==> src/design/pqci_pkg.sv <==
// pqci_pkg: shared types and constants of the quantum-efficiency interpolator
// no dependencies
package pqci_pkg;

  // table geometry
  localparam int TABLE_DEPTH = 256;
  localparam int IDX_W = $clog2(TABLE_DEPTH);
  // index quotient holds values below twice the depth, larger values flag overflow
  localparam int QI_W = IDX_W + 1;
  localparam int CNT_W = 9;
  localparam int CW = ((IDX_W + 1 > CNT_W) ? IDX_W + 1 : CNT_W) + 1;

  // wavelength division: 1240 * 2^28 / energy, quotient fits 29 bits above the energy floor
  localparam int LNUM_W = 39;
  localparam int LAM_W = 29;
  localparam logic [LNUM_W-1:0] LAMBDA_NUM = 39'd1240 << 28;
  localparam logic [23:0] ENERGY_MIN = 24'd1049;

  // queue between front and back
  localparam int QUEUE_DEPTH = 4;
  localparam int QPTR_W = $clog2(QUEUE_DEPTH);

  localparam logic CMD_QUERY = 1'b1;

  typedef enum logic [1:0] {
    CFG_FIRST_WL = 2'd0,
    CFG_STEP     = 2'd1,
    CFG_PEAK     = 2'd2,
    CFG_COUNT    = 2'd3
  } cfg_idx_t;

  // classified request as it travels from front to back
  typedef struct packed {
    logic        query;
    logic        low;
    logic [7:0]  idx;
    logic [15:0] val;
    logic [23:0] energy;
  } item_t;

endpackage

==> src/design/pqci_queue.sv <==
// pqci_queue: short fifo between the front and the back pipeline
// depends on pqci_pkg
module pqci_queue import pqci_pkg::*; (
  input  logic  clk,
  input  logic  rst,
  input  item_t push_item,
  input  logic  push_valid,
  output logic  push_ready,
  output item_t head,
  output logic  head_valid,
  input  logic  pop_req
);

  item_t              mem [QUEUE_DEPTH];
  logic [QPTR_W-1:0]  wr_ptr;
  logic [QPTR_W-1:0]  rd_ptr;
  logic [QPTR_W:0]    count;
  logic               push;
  logic               pop;

  assign push_ready = (count != (QPTR_W+1)'(QUEUE_DEPTH));
  assign head_valid = (count != '0);
  assign push = push_valid && push_ready;
  assign pop = pop_req && head_valid;
  assign head = mem[rd_ptr];

  // pointers and fill count
  always_ff @(posedge clk) begin
    if (rst) begin
      wr_ptr <= '0;
      rd_ptr <= '0;
      count  <= '0;
    end else begin
      if (push) wr_ptr <= wr_ptr + 1'b1;
      if (pop) rd_ptr <= rd_ptr + 1'b1;
      if (push && !pop) count <= count + 1'b1;
      else if (pop && !push) count <= count - 1'b1;
    end
  end

  // storage
  always_ff @(posedge clk) begin
    if (push) mem[wr_ptr] <= push_item;
  end

  a_no_overfill: assert property (@(posedge clk) disable iff (rst)
    count <= (QPTR_W+1)'(QUEUE_DEPTH)) else $error("queue overfilled");
  a_pop_nonempty: assert property (@(posedge clk) disable iff (rst)
    pop |-> count != '0) else $error("pop from empty queue");
  a_count_up: assert property (@(posedge clk) disable iff (rst)
    (push && !pop) |=> count == $past(count) + 1'b1) else $error("count lost a push");
  a_count_down: assert property (@(posedge clk) disable iff (rst)
    (pop && !push) |=> count == $past(count) - 1'b1) else $error("count lost a pop");

endmodule

==> config.mk <==
export PLATFORM = sky130hd
export DESIGN_NAME = pqci_queue
export DESIGN_NICKNAME = d
export VERILOG_FILES = /design/src/design/pqci_pkg.sv /design/src/design/pqci_queue.sv
export SDC_FILE = /design/constraint.sdc
export NUM_CORES = 1
export LEC_CHECK = 0
export BUFFER_PORTS_ARGS = -buffer_cell sky130_fd_sc_hd__buf_4
export CAP_MARGIN = 20
export CORE_MARGIN = 2
export CORE_UTILIZATION = 55
export DETAILED_ROUTE_END_ITERATION = 10
export PLACE_DENSITY = 0.74
export SLEW_MARGIN = 20
export SYNTH_ARGS = -nofsm -noshare
export SYNTH_HDL_FRONTEND = slang
export SYNTH_SLANG_ARGS = --single-unit
==> constraint.sdc <==
create_clock -name clk -period 2.65 [get_ports clk]
set_input_delay 0.3975 -clock clk [delete_from_list [all_inputs] [get_ports clk]]
set_output_delay 0.3975 -clock clk [all_outputs]
set_load 0.01 [all_outputs]
Word-level counts from Yosys, hierarchy flattened
Memory sizes are Yosys's and may differ from the RTL's. A register that Yosys moved wholly into a read port is not among the register bits.
Cells that the tools add are included.
{"block": "op_classes", "n_addsub": 4, "n_eq_ne": 1, "muxes": 6, "reduce_logical": 8}
{"op": "$mux W3", "n": 2}
{"op": "$add A2 B1 Y2 const B", "n": 2}
{"op": "$logic_and A1 B1 Y1", "n": 4}
{"op": "$mux W2", "n": 2}
{"op": "$add A3 B1 Y3 const B", "n": 1}
{"op": "$ne A3 B3 Y1 const B", "n": 1}
{"op": "$reduce_bool A3 Y1", "n": 1}
{"op": "$sub A3 B1 Y3 const B", "n": 1}
{"op": "$logic_not A1 Y1", "n": 2}
{"op": "$mux W1", "n": 2}
{"op": "$reduce_bool A2 Y1", "n": 1}
{"block": "totals", "register_bits": 7, "ramBits": 200, "inputBits": 54, "output_inout_bits": 52, "wordCells": 23, "n_memories": 1}
{"name": "mem", "words": 4, "word_bits": 50, "rd": 1, "rd_clocked_by_memory_dff": 1, "write_ports": 1, "line": "pqci_queue.sv:14", "source": "item_t mem [QUEUE_DEPTH];"}

Longest topological paths before layout
{"block": "logic_depth", "depth_word": 6, "depth_mapped": 8, "depth_no_buf": 8}

Worst setup path after synthesis
Ideal clock, no wire load.
{"block": "synth_timing", "path_kind": "reg-to-reg", "startpoint": "register count[0]", "endpoint": "memory mem[2][0] in the netlist's numbering, enable pin", "setup_time_ns": 0.413, "t_arrival_ns": 1.996, "t_required_ns": 2.237, "slack_ns": 0.241, "path_stages_with_launch": 4, "n_path_buf": 0, "synth_period_minus_slack_ns": 2.409, "path_cell_list": "dfxtp_1 > nor2_1 > a21boi_2 > and2_1"}
{"block": "synth_between", "elab_chain_len": 4}
{"item": "start: declaration", "line": "pqci_queue.sv:17", "source": "logic [QPTR_W:0] count;"}
{"item": "start signal: assignment", "line": "pqci_queue.sv:36", "source": "if (push && !pop) count <= count + 1'b1;"}
{"item": "start signal: assignment", "line": "pqci_queue.sv:37", "source": "else if (pop && !push) count <= count - 1'b1;"}
{"item": "$ne A3 B3 Y1", "line": "pqci_queue.sv:21", "source": "assign push_ready = (count != (QPTR_W+1)'(QUEUE_DEPTH));"}
{"item": "$logic_and A1 B1 Y1", "line": "pqci_queue.sv:23", "source": "assign push = push_valid && push_ready;"}
{"item": "net push", "line": "pqci_queue.sv:18", "source": "logic push;"}
{"item": "$mux W1", "line": "pqci_queue.sv:43", "source": "if (push) mem[wr_ptr] <= push_item;"}
{"item": "$mux W1 (not written as such)", "line": "pqci_queue.sv:43"}
{"item": "end: declaration", "line": "pqci_queue.sv:14"}
The timed path passes the listed nets, and every way through them passes these cells.

==> key figures <==
Status
  • Run status: completed

Finish
  • Fill count: approximately 900
  • Finished Core Util: around 68%
  • Most common cell after layout, fill and taps aside: edfxtp_1
  • Most frequent cells in the layout: edfxtp_1, buf_4, mux4_2
  • Layout Cell Area excl Fill: roughly 0.0094 mm2
  • Diodes inserted: 0
  • Syn-to-layout area delta: 21.4%
  • Nets: about 500
  • Layout cells sized above 1: approximately 46%

Clock network
  • Clock latency on the worst-skew pair: roughly 0.47 ns
  • CTS Root Cell: clkbuf_16
  • H-tree levels: 1
  • CTS Hold Buffers Added: 0
  • CTS resizes: 0
  • Clock Sinks: around 210
  • TritonCTS Buffers: 21
  • Clock transition at path regs: 0.06 ns
  • Post-CTS Repair Setup Buffers: 0
  • CTS tree: built
  • Worst-case clock buffer depth: 3

Logic synthesis
  • #FFs+latches synth: about 210
  • Post-Synthesis Cells: 310
  • Syn Area/Cell: between 20 and 25 um2
  • Post-synthesis cell area: just under 0.008 mm2
  • Post-synth top area share: 77.6%
  • Syn nets: 370
  • Synth warn: 0
  • Synth unique cells: 24
  • Top post-synthesis cells by area: edfxtp_1, mux4_2, dfxtp_1
  • Yosys top cell by area: edfxtp_1
  • Seq/Total Area, Yosys: ~80%

Floorplanning
  • Die area: 0.0150 mm2
  • Initial Util: a little under three fifths
  • Row cnt: 43
  • Num ports: between 100 and 150
  • Die Span Y: 123 um
  • Core Region: approximately 0.014 mm2
  • Die Wd: around 120 um

STA
  • Endpoints failing setup: 0
  • RSZ-0062 raised after global routing: no
  • Final Hold Fails: 0
  • Period minus WS final: 2.36 ns
  • Worst-margin pin slew: between 0.5 and 0.6 ns
  • Skew final: approximately 0.0076 ns
  • Hold WS: between 0.1 and 0.15 ns
  • FMAX: roughly 420 MHz
  • Tcrit/Tclk final: approximately nine tenths
  • Setup TNS Final: 0 ns
  • Slew Limit Fails: 0
  • Slew Limit Headroom: approximately two thirds

Power and ir drop
  • Pwr Density: 974 mW/mm2
  • Leak: 3.21 nW
  • IR drop worst, VDD: slightly above 0.0007 V
  • Final Total Pwr: slightly above 0.009 W

Setup path
  • Highest-delay cell along the critical path: mux4_2
  • Critical R2R Capture: count[2]$_SDFFE_PP0P_
  • CP Max Fanout: 21
  • Family with the most delay on the worst path: multiplexers
  • Critical setup path kind: reg2out
  • R2r startpoint: count[0]$_SDFFE_PP0P_
  • Max incr delay on CP: approximately 0.59 ns
  • R2R depth: 8
  • WP depth: 3
  • Worst path buffer plus inverter count: 2
  • Most used cell, CP: buf_4
  • Crit-path cells: buf_4 -> mux4_2 -> buf_4
  • R2r setup slk: approximately 0.38 ns
  • CP endpoint kind: primary output
  • Startpoint types: flip-flop
  • CP arrival: between 1.5 and 2 ns
  • Crit path required time: approximately 2.3 ns

Drt
  • # DRC: 0
  • Post-DRT Antenna Nets: 0
  • Vias per inst: about 5.4
  • Final WL: between 10000 and 15000 um
  • DRT Pass-1 Iters: 4
  • DRT iter0 DRCs: around 240
  • Via total after detailed routing: about 3400
  • Drt wl/cell: about 20 um

Global routing
  • Tot GR Track Use: around 17%
  • First-pass GRT wire length: around 19000 um
  • Largest net degree at the start of global routing: 51
  • Vias in the first global route: around 3600
  • Antenna violations before repair: 0
  • Grt ovf: 0

Placement
  • DP Area: ~0.0087 mm2
  • DP HPWL: around 7500 um
  • Routability cong.: 0.755
  • Port-buffer cells: ~110

Flow run
  • Max Cap Viol: 0

Hold path
  • Worst hold start: push_item[38]
  • Min-Delay Path Depth: 1
  • Hold Path Class: in2reg
  • Worst Hold End: mem[0][38]$_DFFE_PP_
synth_stat cells (all sizes together):
library cell    n
and2            4
clkbuf          1
xor2            4
mux4           50
mux2            1
fa              1
nand2b          2
a21oi           1
edfxtp        200
a21boi          1
inv             3
o31ai           1
buf            12
mux2i           2
dfxtp           9
ha              5
o311ai          1
nor2            8
nand2           1
or3             2
o21ai           1
registers in the layout, summed over array words and instances (netlist names), named ones only:
| signal | flops |
|---|---|
| wr_ptr | 2 |
| count | 3 |
| rd_ptr | 2 |
| mem | 200 |
where the power goes:
| part | switching, W | internal (W) |
|---|---|---|
| registers | 0.000108 | 0.00402 |
| clock network | 0.00112 | 0.00166 |
| logic | 0.00103 | 0.00120 |
routing by layer:
metal	routed length, um	global-route usage, %	up-vias
met2	6570	29.5	87
met3	693	3.39	18
met4	232	4.17	0
met5	0	0	-
met1	5120	23.2	1765
li1	-	-	1557
area by class of cell:
class / instances / area, um2 / share of cell area [%]
timing repair buffer: 116 / 896 / 9.54
sequential: 209 / 6190 / 65.9
inverter: 3 / 11.3 / 0.120
clock buffer: 29 / 629 / 6.70
clock inverter: 7 / 40.0 / 0.426
tap: 180 / 225 / 2.40
multi-input combinational: 85 / 1400 / 14.9
worst max-delay path by stage:
| stage | start | endpoint |
|---|---|---|
| floorplan | count[0]$_SDFFE_PP0P_ | mem[2][0]$_DFFE_PP_ |
| global placement | count[0]$_SDFFE_PP0P_ | count[2]$_SDFFE_PP0P_ |
| detailed placement | count[0]$_SDFFE_PP0P_ | count[2]$_SDFFE_PP0P_ |
| CTS | flip-flop | head[22] |
| global route | flip-flop | head[29] |
| finish | flip-flop | head[22] |
stage by stage:
stage / cells / worst slack [ns]
2_1_floorplan: 310 / 0.241
3_3_place_gp: 593 / 0.551
3_5_place_dp: 593 / 0.393
4_1_cts: 629 / 0.238
5_1_grt: 629 / 0.176
6_report: 629 / 0.293
cell families (layout without fill, tap and decap cells):
kind of cell	count (synthesis)	count (layout)	share of synthesized area [%]
AOI/OAI and AO/OA	5	5	0.485
xor gates and xnor gates	4	4	0.453
adders and majority gates	6	6	1.07
buffers and inverters	16	155	2.01
DFF	209	209	79.9
muxes	53	53	15.0
and+or+nand+nor	17	17	1.08
No activity file was read; power rests on OpenSTA's default activity.
