## config.mk

```make
export PLATFORM = sky130hd
export DESIGN_NAME = pqci_front
export DESIGN_NICKNAME = d
export VERILOG_FILES = /design/src/design/pqci_pkg.sv /design/src/design/pqci_front.sv
export SDC_FILE = /design/constraint.sdc
export NUM_CORES = 1
export LEC_CHECK = 0
export BUFFER_PORTS_ARGS = -buffer_cell sky130_fd_sc_hd__buf_2
export CORE_ASPECT_RATIO = 1.4
export CORE_MARGIN = 8
export CORE_UTILIZATION = 44
export DETAILED_ROUTE_END_ITERATION = 6
export PLACE_DENSITY = 0.85
export SLEW_MARGIN = 20
export SYNTH_ARGS = -nofsm -noshare
export SYNTH_HDL_FRONTEND = slang
export SYNTH_SLANG_ARGS = --single-unit
```

## constraint.sdc

```tcl
create_clock -name clk -period 5.45 [get_ports clk]
set_input_delay 1.09 -clock clk [delete_from_list [all_inputs] [get_ports clk]]
set_output_delay 1.09 -clock clk [all_outputs]
set_load 0.02 [all_outputs]
```

## src/design/pqci_pkg.sv

```systemverilog
// pqci_pkg: shared types and constants of the quantum-efficiency interpolator
// no dependencies
package pqci_pkg;

  // table geometry
  localparam int TABLE_DEPTH = 256;
  localparam int IDX_W = $clog2(TABLE_DEPTH);
  // index quotient holds values below twice the depth, larger values flag overflow
  localparam int QI_W = IDX_W + 1;
  localparam int CNT_W = 9;
  localparam int CW = ((IDX_W + 1 > CNT_W) ? IDX_W + 1 : CNT_W) + 1;

  // wavelength division: 1240 * 2^28 / energy, quotient fits 29 bits above the energy floor
  localparam int LNUM_W = 39;
  localparam int LAM_W = 29;
  localparam logic [LNUM_W-1:0] LAMBDA_NUM = 39'd1240 << 28;
  localparam logic [23:0] ENERGY_MIN = 24'd1049;

  // queue between front and back
  localparam int QUEUE_DEPTH = 4;
  localparam int QPTR_W = $clog2(QUEUE_DEPTH);

  localparam logic CMD_QUERY = 1'b1;

  typedef enum logic [1:0] {
    CFG_FIRST_WL = 2'd0,
    CFG_STEP     = 2'd1,
    CFG_PEAK     = 2'd2,
    CFG_COUNT    = 2'd3
  } cfg_idx_t;

  // classified request as it travels from front to back
  typedef struct packed {
    logic        query;
    logic        low;
    logic [7:0]  idx;
    logic [15:0] val;
    logic [23:0] energy;
  } item_t;

endpackage

```

## src/design/pqci_front.sv

```systemverilog
// pqci_front: input register that accepts and classifies requests
// depends on pqci_pkg
module pqci_front import pqci_pkg::*; (
  input  logic        clk,
  input  logic        rst,
  input  logic        in_valid,
  output logic        in_stall,
  input  logic        cmd,
  input  logic [7:0]  point_index,
  input  logic [15:0] point_value,
  input  logic [23:0] photon_energy,
  output item_t       item,
  output logic        item_valid,
  input  logic        item_ready
);

  // hold only while the queue refuses the held request
  assign in_stall = item_valid && !item_ready;

  // capture and classify
  always_ff @(posedge clk) begin
    if (rst) begin
      item_valid <= 1'b0;
    end else if (!in_stall) begin
      item_valid <= in_valid;
    end
    if (!in_stall && in_valid) begin
      item.query  <= (cmd == CMD_QUERY);
      item.low    <= (photon_energy < ENERGY_MIN);
      item.idx    <= point_index;
      item.val    <= point_value;
      item.energy <= photon_energy;
    end
  end

endmodule

```

# Word level (Yosys, flattened, before mapping)
# Cells that the tools add are included.
# Widths: inputs -> output; s select.
[word_totals]
reg_bits = 51
latchBits = 0
mem_bits_rw = 0
rom_bits = 0
input_bits = 53
output_inout_bits = 52
mem_count = 0
[classes]
add_sub_neg = 0
n_mul = 0
div_mod_pow = 0
magnitude_cmp = 1
n_eq_ne = 0
shifts = 0
mux = 0
n_bitwise = 0
reduce_logical = 4
[op_table]
columns = ["op", "n"]
rows = [
  ["$lt 24x11->1 const B", 1],
  ["$logic_and 1x1->1", 2],
  ["$logic_not 1->1", 2],
]

# Depth between registers and ports, before layout
# Gate-level depths: netlist of run 1.
[logic_depth]
ltp_word = 4
mapped_depth = 3
depth_no_buf = 3

# Worst setup path before layout of run 1
# No wires, ideal clock.
[synth_timing]
path_type = "in2reg"
from = "input item_ready"
to = "register item[0] in the netlist's numbering, enable pin"
t_arrival_ns = 3.452
path_slack_ns = 1.536
path_stages = 2
cell_sequence = "nor2b_1 > nor2b_1"
[synth_via]
elab_chain_cells = 4
[synth_rtl]
columns = ["item", "line_no", "rtl"]
rows = [
  ["start: declaration", "pqci_front.sv:14", "input logic item_ready"],
  ["$logic_not 1->1", "pqci_front.sv:18", "assign in_stall = item_valid && !item_ready;"],
  ["$logic_and 1x1->1", "pqci_front.sv:18", ""],
  ["$logic_not 1->1", "pqci_front.sv:27", "if (!in_stall && in_valid) begin"],
  ["$logic_and 1x1->1", "pqci_front.sv:27", ""],
  ["end: declaration", "pqci_front.sv:12", "output item_t item,"],
]
# Every way passes these cells.
# A chain may end at the register's enable or synchronous reset.

# Worst setup path in the final report of run 1
[layout_timing]
from = "input item_ready"
to = "output in_stall"
[layout_via]
elab_chain_cells = 2
[layout_rtl]
columns = ["item", "line_no", "rtl"]
rows = [
  ["$logic_not 1->1", "pqci_front.sv:18", ""],
  ["$logic_and 1x1->1", "pqci_front.sv:18", ""],
  ["end: declaration", "pqci_front.sv:7", "output logic in_stall,"],
]
# Every way passes these cells.

==> results.py, run 1 <==
metrics = {
    "status": {
        "status": "finished clean",
    },
    "logic_synthesis": {
        "syn_inst": 65,
        "synth-seq-cells": 51,
        "syn-mean-instance-area_um2": 24.56,
        "synth_nets": 118,
        "synth-seq-area-share_pct": 95.30,
        "synthesis.area_um2": 1597,
        "synth-warning-count": 0,
        "yosysUniqueCellTypes": 10,
    },
    "critical_path": {
        "startpoint_type": "input port",
        "endpoint_kind": "output pin",
        "worstSetupPathType": "in -> out",
        "reg2reg_depth": 3,
        "crit_fanout": 3,
        "critical_path_arrival_ns": 1.67,
        "required_ns": 4.36,
    },
    "sta": {
        "max_clock_freq_ghz": 0.3620,
        "finalSetupViolCount": 0,
        "holdWs_ns": 0.6775,
        "period_share_pct": 50.68,
        "finalClockSkew_ns": 0.003388,
        "fin_tns_setup_ns": 0,
        "max-slew-margin-rel_pct": 59.29,
        "hold_viol_final": 0,
        "maxSlewViolCount": 0,
        "rsz0062_at_grt": "no",
        "fin_crit_ns": 2.762,
        "tightest_slew_ns": 0.6106,
    },
    "detailed_routing": {
        "drt_iter0_drc": 24,
        "ant_nets": 0,
        "wire_per_inst_um": 17.71,
        "via_per_inst": 4.636,
        "wirelength_um": 3896,
        "vias": 1020,
        "drc_errors": 0,
        "drt_pre_antenna_iters": 4,
    },
    "clocking": {
        "cts.repair.resized": 0,
        "cts-root-buf": "clkbuf_8",
        "postCtsSetupBuffers": 0,
        "cts_inserted_buffers": 5,
        "hold_buffers": 0,
        "cts_tree": "done",
        "htreeDepth": 2,
        "clkTransAtPathRegs_ns": 0.08,
        "clockBufferDepth": 2,
        "clock_latency_ns": 0.30,
        "clkSinkCount": 51,
    },
    "layout": {
        "multi_input_area_um2": 82.58,
        "fillers": 302,
        "area_growth_pct": 41.93,
        "fin_nets": 230,
        "post-route-util_pct": 63.32,
        "fin_area_um2": 2266,
        "layout-drive-gt1-share_pct": 62.92,
        "antenna_cells": 0,
        "ff_latch_area_um2": 1521,
    },
    "floorplan": {
        "pin_count": 105,
        "floorplan.initialDensity_pct": 44.62,
        "die_h_um": 87.28,
        "die_w_um": 66.91,
        "num_rows": 26,
        "dieArea_um2": 5840,
        "coreArea_um2": 3578,
    },
    "grt": {
        "track_usage_pct": 13.18,
        "grt_max_degree": 51,
        "grt_first_pass_wirelength_um": 5526,
        "overflow": 0,
        "antenna_found_initial": 0,
        "grt_pass1_vias": 1109,
    },
    "flow_run": {
        "cap_violations": 0,
    },
    "hold_path": {
        "min_path_cells": 3,
        "hold_class": "reg -> reg",
    },
    "placement": {
        "port_buffers": 104,
        "placed_area_um2": 2185,
        "place_congestion": 0.6760,
    },
    "power_and_ir_drop": {
        "power.total_uw": 750.1,
        "power.density_nw_per_um2": 331.0,
        "ir_worst_vdd_uv": 299.0,
        "leakage_nw": 0.9746,
    },
}
## sequential cells by signal, summed over array words and instances (netlist names)
register	flops
item	50
item_valid	1
## worst max-delay path, cell delays in order
cell	delay, ns
buf_2	0.10
nor2b_1	0.26
buf_2	0.23
## area by class of cell
class / instances / share of cell area [%]
clock inverters: 1 / 0.2209
repair buffers: 105 / 23.30
clock buffers: 7 / 3.368
well taps: 42 / 2.319
flip-flops and latches: 51 / 67.15
multi-input cells: 14 / 3.644
## layer usage
| metal | up-vias | part of all wire (%) | global-route usage, % |
|---|---|---|---|
| met5 | - | 0 | 0 |
| met4 | 0 | 2.5 | 7.061 |
| met3 | 9 | 9.7 | 6.057 |
| met2 | 53 | 56 | 23.56 |
| met1 | 474 | 32 | 11.64 |
| li1 | 484 | - | - |
## placed cells by master, fill, tap and decap left out
master	instances
nor3_1	2
edfxtp_1	50
dfxtp_1	1
nor4_1	2
nor2b_4	1
nand3_1	1
nor2_1	4
clkbuf_1	2
nand4_1	1
buf_4	1
nor2b_1	1
clkinv_2	1
buf_2	104
o311ai_1	1
a21oi_1	1
clkbuf_8	5
## where the power goes
group / switching (mW) / total, mW / internal (mW)
Clock: 0.113 / 0.203 / 0.0902
Sequential: 0.00480 / 0.462 / 0.457
Combinational: 0.0548 / 0.0846 / 0.0297
Total: 0.173 / 0.750 / 0.577
## per-stage QoR
| stage | instances | setup WS [ns] |
|---|---|---|
| global placement | 212 | 2.708 |
| detailed placement | 212 | 2.690 |
| CTS | 220 | 2.685 |
| finish | 220 | 2.688 |
| floorplan | 65 | 1.536 |
| global route | 220 | 2.668 |
## synth_stat cells
library cell  number  area [um^2]
nor2b_1            2        12.51
dfxtp_1            1        20.02
nor4_1             2        12.51
o311ai_1           1        8.760
nor3_1             2        10.01
a21oi_1            1        5.000
nand4_1            1        6.260
edfxtp_1          50         1501
nor2_1             4        15.01
nand3_1            1        5.000
## kinds of logic (layout without fill, tap and decap cells)
| logic type | after synthesis | count (layout) | synth area share, % |
|---|---|---|---|
| flip-flops | 51 | 51 | 95.30 |
| AO/OA/AOI/OAI | 2 | 2 | 0.8619 |
| AND/OR/NAND/NOR | 12 | 12 | 3.840 |
| buffers and inverters | 0 | 113 | 0 |
## final timing paths
check                    end  slack (ns)  startpoint
hold reg to reg   item_valid        0.68  item_valid
setup / recovery    in_stall        2.69  item_ready
hold / removal    item_valid        0.68  item_valid
setup reg to reg    item[30]        3.98  item_valid
No activity file was read; power rests on OpenSTA's default activity.
==> inputs of run 2 (changes only) <==
Settings changed: CORE_UTILIZATION 44 to 41, PLACE_DENSITY 0.85 to 0.8.
Clock period 5.45 ns to 2.85 ns, I/O delays scaled along.
==> results.py, run 2 (same netlist as run 1, synthesis figures left out) <==
metrics = {
    "status": {
        "status": "finished clean",
    },
    "sta": {
        "maxSlewViolCount": 0,
        "period_share_pct": 60.91,
        "finalSetupViolCount": 0,
        "hold_viol_final": 0,
        "fin_crit_ns": 1.736,
        "max_clock_freq_ghz": 0.5761,
        "max-slew-margin-rel_pct": 60.01,
        "fin_tns_setup_ns": 0,
        "finalClockSkew_ns": 0.004672,
        "tightest_slew_ns": 0.5999,
        "rsz0062_at_grt": "no",
    },
    "layout": {
        "largest_reg_flops": 50,
        "fin_nets": 230,
        "fin_area_um2": 2271,
        "final_common_cell": "buf_2",
        "antenna_cells": 0,
        "layout-drive-gt1-share_pct": 63.48,
        "stdcell_count": 221,
        "reg.largest.list": "item x50, item_valid x1",
        "final_cell_mix": "buf_2 (104), edfxtp_1 (50), clkbuf_8 (5)",
        "area_growth_pct": 42.24,
        "regMostFlops": "item",
    },
    "critical_path": {
        "critical_path_arrival_ns": 1.17,
        "startpoint": "item_ready",
        "crit_fanout": 3,
        "cp.depth": 3,
        "crit_family": "buffers and inverters",
        "worstSetupPathType": "in -> out",
        "critPathSlowestCell": "nor2b_1",
        "crit_buf_inv": 2,
        "path_cells": "buf_2 -> nor2b_1 -> buf_2",
        "reg2reg_depth": 3,
        "r2r-start": "item_valid",
        "path_common_cell": "buf_2",
        "required_ns": 2.28,
        "startpoint_type": "input port",
        "cpPeakStageDelay_ns": 0.26,
        "endpoint_kind": "output pin",
    },
    "power_and_ir_drop": {
        "ir_worst_vdd_uv": 408.0,
        "power.density_nw_per_um2": 632.1,
        "power.total_mw": 1.435,
        "leakage_nw": 0.9736,
    },
    "placement": {
        "dp_cells": 213,
        "port_buffers": 104,
        "hpwl_um": 3128,
        "place_congestion": 0.7036,
        "placed_area_um2": 2186,
    },
    "grt": {
        "track_usage_pct": 12.44,
        "overflow": 0,
        "grt_first_pass_wirelength_um": 5609,
        "antenna_found_initial": 0,
        "grt_pass1_vias": 1079,
        "grt_max_degree": 51,
    },
    "clocking": {
        "clkSinkCount": 51,
        "cts_tree": "done",
        "postCtsSetupBuffers": 0,
        "htreeDepth": 2,
        "cts-root-buf": "clkbuf_8",
        "cts_inserted_buffers": 5,
        "clock_latency_ns": 0.30,
        "clockBufferDepth": 2,
        "clkTransAtPathRegs_ns": 0.08,
        "hold_buffers": 0,
        "cts.repair.resized": 0,
    },
    "detailed_routing": {
        "drt_pre_antenna_iters": 4,
        "wirelength_um": 3886,
        "drt_iter0_drc": 22,
        "via_per_inst": 4.670,
        "ant_nets": 0,
        "vias": 1032,
        "wire_per_inst_um": 17.58,
        "drc_errors": 0,
    },
    "hold_path": {
        "hold_class": "in -> reg",
        "hold_start": "rst",
        "min_path_cells": 2,
    },
    "floorplan": {
        "pin_count": 105,
        "die_h_um": 89.84,
        "dieArea_um2": 6175,
        "floorplan.initialDensity_pct": 41.46,
        "coreArea_um2": 3851,
        "die_w_um": 68.74,
        "num_rows": 27,
    },
    "flow_run": {
        "cap_violations": 0,
    },
}
## run 2: final timing paths
kind,endpoint,slack [ns]
max,in_stall,1.11
min,item_valid,0.42
max reg2reg,item[25],1.39
min reg2reg,item_valid,0.65
## run 2: cell type report
class	count	area, um^2
fill	339	1580
timing repair buffer	105	528.0
tap	43	53.80
clock inverter	2	12.51
clock buffer	6	72.57
sequential	51	1521
multi-input combinational	14	82.58
## run 2: where the power goes
part	switching [mW]	total, mW	leakage [nW]	internal, mW
sequential	0.0103	0.885	0.492	0.875
combinational	0.104	0.161	0.440	0.0568
clock	0.218	0.390	0.0412	0.172
total	0.332	1.44	0.974	1.10
## run 2: per-layer routing
metal / track usage, % / wire (um) / share of wire, %
met1: 11.56 / 1236 / 32
met2: 21.95 / 2092 / 54
met3: 5.963 / 480 / 12
met4: 4.706 / 77 / 2.0
met5: 0 / 0 / 0
## run 2: per-stage QoR
stage	setup slack (ns)	hold slack [ns]	utilization [%]
floorplan	0.4048	0.6424	-
global placement	1.147	0.6195	56.76
detailed placement	1.105	0.6415	56.76
CTS	1.105	0.4101	58.97
global route	1.078	0.4047	58.97
finish	1.114	0.4174	58.97
==> inputs of run 3 (changes only) <==
Clock period 2.85 ns to 1.73 ns, I/O delays scaled along.
==> results.py, run 3 (same netlist as run 1, synthesis figures left out) <==
metrics = {
    "floorplan": {
        "num_rows": 27,
        "pin_count": 105,
        "die_h_um": 89.84,
        "coreArea_um2": 3851,
        "floorplan.initialDensity_pct": 41.46,
        "die_w_um": 68.74,
        "dieArea_um2": 6175,
    },
    "layout": {
        "reg.largest.list": "item x50, item_valid x1",
        "fillers": 327,
        "largest_reg_flops": 50,
        "regMostFlops": "item",
        "post-route-util_pct": 59.65,
        "final_cell_mix": "buf_2 (104), edfxtp_1 (50), clkbuf_8 (6)",
        "antenna_cells": 0,
        "area_growth_pct": 43.89,
        "final_common_cell": "buf_2",
        "layout-drive-gt1-share_pct": 64.04,
        "fin_nets": 230,
    },
    "detailed_routing": {
        "wirelength_um": 3604,
        "wire_per_inst_um": 16.31,
        "drt_pre_antenna_iters": 2,
        "drc_errors": 0,
        "via_per_inst": 4.584,
        "vias": 1013,
        "drt_iter0_drc": 39,
        "ant_nets": 0,
    },
    "clocking": {
        "cts_inserted_buffers": 5,
        "cts.repair.resized": 0,
        "htreeDepth": 2,
        "clkSinkCount": 51,
        "clockBufferDepth": 2,
        "clkTransAtPathRegs_ns": 0.08,
        "hold_buffers": 0,
        "cts_tree": "done",
        "clock_latency_ns": 0.29,
        "postCtsSetupBuffers": 0,
        "cts-root-buf": "clkbuf_8",
    },
    "critical_path": {
        "rrSetupSlack_ns": 0.57,
        "critPathSlowestCell": "dfxtp_1",
        "worstReg2RegEnd": "item[41]",
        "critical_path_arrival_ns": 0.97,
        "cpPeakStageDelay_ns": 0.33,
        "required_ns": 1.38,
        "crit_fanout": 3,
        "r2r-start": "item_valid",
        "reg2reg_depth": 3,
        "worstSetupPathType": "reg -> out",
        "endpoint_kind": "output pin",
        "path_cells": "nor2b_4 -> buf_2",
        "startpoint": "item_valid",
        "crit_path_end": "in_stall",
        "startpoint_type": "flip-flop",
    },
    "grt": {
        "antenna_found_initial": 0,
        "track_usage_pct": 11.31,
        "overflow": 0,
        "grt_first_pass_wirelength_um": 5133,
        "grt_pass1_vias": 1091,
        "grt_max_degree": 51,
    },
    "sta": {
        "fin_crit_ns": 1.316,
        "fin_ws_ns": 0.4137,
        "finalClockSkew_ns": 0.003502,
        "max_clock_freq_ghz": 0.7597,
        "period_share_pct": 76.09,
        "tightest_slew_ns": 0.3070,
        "max-slew-margin-rel_pct": 79.34,
        "fin_tns_setup_ns": 0,
        "rsz0062_at_grt": "no",
        "maxSlewViolCount": 0,
        "hold_viol_final": 0,
        "finalSetupViolCount": 0,
    },
    "status": {
        "status": "finished clean",
    },
    "power_and_ir_drop": {
        "ir_worst_vdd_uv": 747.0,
        "power.density_nw_per_um2": 1036,
        "leakage_nw": 0.9878,
    },
    "flow_run": {
        "cap_violations": 0,
    },
    "placement": {
        "post-place-ws_ns": 0.4424,
        "port_buffers": 104,
        "place_congestion": 0.6986,
    },
    "hold_path": {
        "hold_class": "in -> reg",
    },
}
-- run 3: changes by cell type in the layout (fill, tap and decap cells not counted) --
cell        previous run  this run
clkbuf_8               5         6
buf_4                  1         0
nor2b_1                1         0
nor2b_4                1         2
buf_12                 0         1
clkinvlp_4             1         0
-- run 3: power by group --
part / internal [mW] / leakage [nW] / switching (mW)
clock network: 0.322 / 0.0482 / 0.331
logic: 0.0993 / 0.447 / 0.172
registers: 1.44 / 0.492 / 0.0149
-- run 3: area by class of cell --
cell class | instances | area (um^2) | share of cell area, %
repair buffers | 105 | 540.5 | 23.53
clock buffers | 7 | 86.33 | 3.758
well taps | 43 | 53.80 | 2.342
multi-input cells | 14 | 90.09 | 3.922
clock inverters | 1 | 5.005 | 0.2179
flip-flops and latches | 51 | 1521 | 66.23
-- run 3: metrics by stage --
stage                     hold slack [ns]  std cells  cell area [um^2]  total power, mW
final                              0.2060        221              2297            2.380
after global routing               0.1879        221              2297            2.477
after global placement             0.5095        213              2206            1.753
after floorplan                    0.4184         65              1612            1.613
after detailed placement           0.5095        213              2206            1.762
after CTS                          0.1946        221              2297            2.413
-- run 3: worst min-delay path by stage --
stage	start	endpoint	slack (ns)	depth (start not counted)
floorplan	rst	item_valid	0.42	1
global placement	rst	item_valid	0.51	2
detailed placement	rst	item_valid	0.51	2
CTS	rst	item_valid	0.19	2
global route	rst	item_valid	0.19	2
finish	rst	item_valid	0.21	2
-- run 3: worst max-delay path, delay by kind of cell, from the launching register on --
family | cells | cell delay, ns
flops | 1 | 0.33
buf+inv | 1 | 0.18
simple gates | 1 | 0.17
-- run 3: per-layer routing --
metal	wire, um	global-route usage (%)
met5	0	0
met3	479	6.460
met2	1932	20.08
met4	30	3.529
met1	1161	10.07
